File: src/sv/ddwm_pkg.sv
// shared constants, register codes and the configuration struct of the wheel mixer
// no dependencies; every other file of the block imports this package
package ddwm_pkg;

   localparam int SPEED_WIDTH_DEF = 16;
   localparam int AGE_WIDTH_DEF   = 16;

   // request command codes
   localparam logic CMD_VELOCITY = 1'b0;
   localparam logic CMD_TICK     = 1'b1;

   // configuration port
   localparam int CSR_IDX_W  = 3;
   localparam int CSR_DATA_W = 16;

   localparam logic [CSR_IDX_W-1:0] CSR_TIMEOUT    = 3'd0;
   localparam logic [CSR_IDX_W-1:0] CSR_HALF_TRACK = 3'd1;
   localparam logic [CSR_IDX_W-1:0] CSR_INV_RADIUS = 3'd2;
   localparam logic [CSR_IDX_W-1:0] CSR_MAX_SPEED  = 3'd3;
   localparam logic [CSR_IDX_W-1:0] CSR_LEFT_GAIN  = 3'd4;
   localparam logic [CSR_IDX_W-1:0] CSR_RIGHT_GAIN = 3'd5;

   localparam logic [15:0] TIMEOUT_RST    = 16'd25;
   localparam logic [15:0] HALF_TRACK_RST = 16'd13271;
   localparam logic [15:0] INV_RADIUS_RST = 16'd4697;
   localparam logic [14:0] MAX_SPEED_RST  = 15'd2560;
   localparam logic [15:0] LEFT_GAIN_RST  = 16'd16384;
   localparam logic [15:0] RIGHT_GAIN_RST = 16'd16384;

   // serial multiplier: magnitude operand by 16-bit magnitude operand
   localparam int MUL_A_W = 34;
   localparam int MUL_B_W = 16;
   localparam int MUL_P_W = MUL_A_W + MUL_B_W;

   // rounding shifts of the two scaling steps
   localparam int SCALE_SHIFT = 16;
   localparam int GAIN_SHIFT  = 22;

   typedef struct packed {
      logic [15:0] timeout_ticks;
      logic [15:0] half_track;
      logic [15:0] inv_radius;
      logic [14:0] max_speed;
      logic [15:0] left_gain;
      logic [15:0] right_gain;
   } cfg_type;

endpackage

File: src/sv/ddwm_serial_mul.sv
// bit-serial unsigned shift-add multiplier, one multiplier bit per cycle
// depends on ddwm_pkg for default widths
module ddwm_serial_mul import ddwm_pkg::*; #(
   parameter int A_W = MUL_A_W,
   parameter int B_W = MUL_B_W
) (
   input  logic             clock,
   input  logic             reset,
   input  logic             start,
   input  logic [A_W-1:0]   a,
   input  logic [B_W-1:0]   b,
   output logic             done,
   output logic [A_W+B_W-1:0] product
);

   localparam int P_W   = A_W + B_W;
   localparam int CNT_W = $clog2(B_W + 1);

   logic [A_W-1:0]   a_ff, a_in;
   logic [P_W-1:0]   p_ff, p_in;
   logic [CNT_W-1:0] cnt_ff, cnt_in;
   logic             done_ff, done_in;
   logic [A_W:0]     sum;

   assign done    = done_ff;
   assign product = p_ff;

   always_comb begin
      // upper half accumulates, lower half shifts out the multiplier bits
      sum     = {1'b0, p_ff[P_W-1:B_W]} + (p_ff[0] ? {1'b0, a_ff} : {(A_W+1){1'b0}});
      a_in    = a_ff;
      p_in    = p_ff;
      cnt_in  = cnt_ff;
      done_in = 1'b0;
      if (start) begin
         a_in   = a;
         p_in   = {{A_W{1'b0}}, b};
         cnt_in = CNT_W'(B_W);
      end else if (cnt_ff != '0) begin
         p_in    = {sum, p_ff[B_W-1:1]};
         cnt_in  = cnt_ff - CNT_W'(1);
         done_in = (cnt_ff == CNT_W'(1));
      end
   end

   always_ff @(posedge clock) begin
      if (reset) begin
         cnt_ff  <= '0;
         done_ff <= 1'b0;
      end else begin
         cnt_ff  <= cnt_in;
         done_ff <= done_in;
      end
   end

   always_ff @(posedge clock) begin
      a_ff <= a_in;
      p_ff <= p_in;
   end

endmodule
File: config.mk
export PLATFORM = sky130hd
export DESIGN_NAME = ddwm_serial_mul
export DESIGN_NICKNAME = d
export VERILOG_FILES = /design/src/sv/ddwm_pkg.sv /design/src/sv/ddwm_serial_mul.sv
export SDC_FILE = /design/constraint.sdc
export NUM_CORES = 1
export LEC_CHECK = 0
export ABC_CLOCK_PERIOD_IN_PS = 7400
export BUFFER_PORTS_ARGS = -buffer_cell sky130_fd_sc_hd__buf_2
export CAP_MARGIN = 30
export CORE_ASPECT_RATIO = 0.8
export CORE_MARGIN = 1
export CORE_UTILIZATION = 50
export CTS_CLUSTER_SIZE = 12
export DETAILED_ROUTE_END_ITERATION = 10
export HOLD_SLACK_MARGIN = 0.15
export PLACE_DENSITY = 0.74
export SLEW_MARGIN = 20
export SYNTH_ARGS = -nofsm -noshare
export SYNTH_HDL_FRONTEND = slang
export SYNTH_SLANG_ARGS = --single-unit
File: constraint.sdc
create_clock -name clock -period 7.4 [get_ports clock]
set_clock_uncertainty 0.05 [all_clocks]
set_input_delay 1.48 -clock clock [delete_from_list [all_inputs] [get_ports clock]]
set_output_delay 1.48 -clock clock [all_outputs]
set_load 0.01 [all_outputs]
==> impl_metrics.tcl <==
set metrics [dict create \
    floorplan.initialDensity_pct 52.69 \
    clockRootBuffer "clkbuf_16" \
    syn_inst 527 \
    clkTransAtPathRegs_ns 0.07 \
    cap_violations 0 \
    synth_edf_count 50 \
    worstPathMaxFanout 21 \
    slew_headroom_pct 58.50 \
    fin_tns_setup_ns 0 \
    tightest_slew_ns 0.6218 \
    worst_setup_path_end_kind "flop" \
    crit_family "compound AO/OA/AOI/OAI gates" \
    dpl.hpwl_mm 8.601 \
    async_flop_share_pct 0 \
    cts_setup_buffers 0 \
    power_leakage_nw 2.731 \
    peakVddDrop_v 0.0001566 \
    yosysWarnings 0 \
    criticalPathCategory "flop to flop" \
    worst_ep_required_time_ns 7.64 \
    critical_path_arrival_ns 3.85 \
    cts.path.max_buffers 2 \
    grt.total_usage_pct 23.12 \
    cts_tree "built" \
    cts_hold_buffers 0 \
    cp_cell_sequence "buf_6 > and2_1 > ha_1 > inv_1 > fa_1 > and2b_1 > o211ai_1 > a21oi_2 > o211ai_2 > a31o_2 > o211ai_2 > a21oi_1 > or4_1 > nand3_1" \
    yosys_register_bits 90 \
    vias 4262 \
    grt_first_pass_wirelength_mm 19.39 \
    cts.repair.resized 0 \
    clock-sinks 90 \
    max_freq_mhz 276.6 \
    via_per_inst 5.586 \
    p_per_area_mw_per_mm2 330.0 \
    totalWireLength_mm 12.01 \
    drtAntennaViolNets 0 \
    final-setup-viol-count 0 \
    layoutNonFillerInstCount 763 \
    insertion_delay_ns 0.34 \
    drtPass1Iterations 5 \
    overflow 0 \
    fin_crit_ns 3.615 \
    yosysSeqAreaShare_pct 44.36 \
    chipWidth_um 115.9 \
    grt_max_degree 51 \
    ios 104 \
    syn_nets 618 \
    dp.cells 745 \
    drt_iter0_drc 306 \
    crit_slowest_cell "edfxtp_1" \
    row_count 32 \
    finalHoldViolations 0 \
    synth.distinct_cells 55 \
    remaining_drc_errors 0 \
    die_area_mm2 0.01079 \
    cts_inserted_buffers 9 \
    wl_per_cell_um 15.74 \
    core_mm2 0.009849 \
    final_cell_mix "buf_2 (103), nand2_1 (69), edfxtp_1 (50), a21oi_1 (45), dfxtp_1 (40)" \
    critPathMostFrequentCell "o211ai_2" \
    rsz0062_at_grt "false" \
    antenna_cells 0 \
    path_buf_inv 2 \
    antenna_found_initial 0 \
    max_stage_delay_ns 0.62 \
    layout_commonest_cell "buf_2" \
    synth_area_mm2 0.005190 \
    status "complete, no violations" \
    synth_ff_type "edfxtp_1" \
    fin_nets 713 \
    first_global_vias 3998 \
    drv_slew 0 \
    io_buffers 103 \
    hold_path.class "flop to flop" \
    syn_area_per_cell_um2 9.848 \
    htree_levels 3 \
    syn_to_final_growth_pct 18.66 \
    die_h_um 93.13 \
    start_kind "flop" \
    gp_congestion 0.9067 \
    fin_crit_sh_pct 48.85 \
    final_layout_size_suffix_gt1_share_pct 24.56 \
]
worst min-delay path, stage by stage, from the launching register on:
cell and delay [ns]:
dfxtp_1 0.33, nand2_1 0.05, o21ai_1 0.05
logic make-up after synthesis:
| kind of cell | after synthesis | synth area share, % |
|---|---|---|
| AO/OA/AOI/OAI | 137 | 17.74 |
| XOR/XNOR | 29 | 4.894 |
| adder cells (fa/ha/maj) | 38 | 9.306 |
| buffers and inverters | 34 | 2.459 |
| flip-flops | 90 | 44.36 |
| multiplexers | 16 | 3.471 |
| AND/OR/NAND/NOR | 183 | 17.77 |
cell usage after synthesis (all sizes together), types with 3 or more instances:
master   n  area, um2
nand2   69      259.0
edfxtp  50       1501
a21oi   48      251.5
dfxtp   40      800.8
ha      37      462.9
and2    36      225.2
o21ai   30      153.9
clkbuf  20      75.07
nor2    20      75.07
a21o    19      142.6
xnor2   19      166.4
mux2    16      180.2
xor2    10      87.58
inv      9      33.78
and3     8      50.05
nand3    8      40.04
nor3     7      35.03
a211oi   6      45.04
nand2b   6      37.54
nand4    6      37.54
o211ai   6      55.05
a221oi   5      56.31
buf      5      18.77
or3      5      31.28
nor4     4      25.02
a31o     3      26.28
nor2b    3      18.77
report_power, final:
part           switching [W]  leakage (nW)  internal (W)  total (W)
combinational       0.000492          1.75      0.000341   0.000832
clock               0.000194         0.156      0.000284   0.000478
sequential         0.0000788         0.826      0.000643   0.000722
per-layer routing:
metal	share of wire (%)	track usage, %	up-vias	wire length (um)
li1	-	-	2113	-
met1	49	32.25	2026	5850
met2	45	35.66	116	5462
met3	5.1	5.250	7	608
met4	0.76	6.731	0	91
met5	0	0	-	0
path summary, 6_finish.rpt:
check / from / endpoint / slack [ns] / cells past startpoint
hold / removal: product[44] / product[44] / 0.42 / 2
hold reg to reg: product[44] / product[44] / 0.42 / 2
setup reg to reg: product[0] / product[45] / 3.79 / 14
setup / recovery: product[0] / product[45] / 3.79 / 14
flip-flops by register name, indices dropped and copies added, names as in the netlist:
register / flops
product: 50
cnt_ff: 5
a_ff: 34
done: 1
metrics by stage:
stage                     utilization [%]  power [W]  hold slack (ns)  cell area [um2]  setup WS, ns
final                               62.53   0.002032           0.4218             6158         3.785
after global routing                62.53   0.002170           0.4428             6158         3.569
after CTS                           62.26   0.002028           0.4257             6132         3.571
after detailed placement            59.08   0.001542           0.4180             5819         3.604
after global placement              58.85   0.001518           0.4092             5797         3.576
after floorplan                         -   0.001290           0.4355             5190         4.208
area by class of cell:
cell class	count	area [um2]
clock buffers	11	254.0
clock inverters	5	58.81
fillers	820	3691
inverters	9	33.78
multi-input cells	403	2760
flip-flops and latches	90	2302
well taps	136	170.2
repair buffers	109	579.3
No activity file was read; power rests on OpenSTA's default activity.
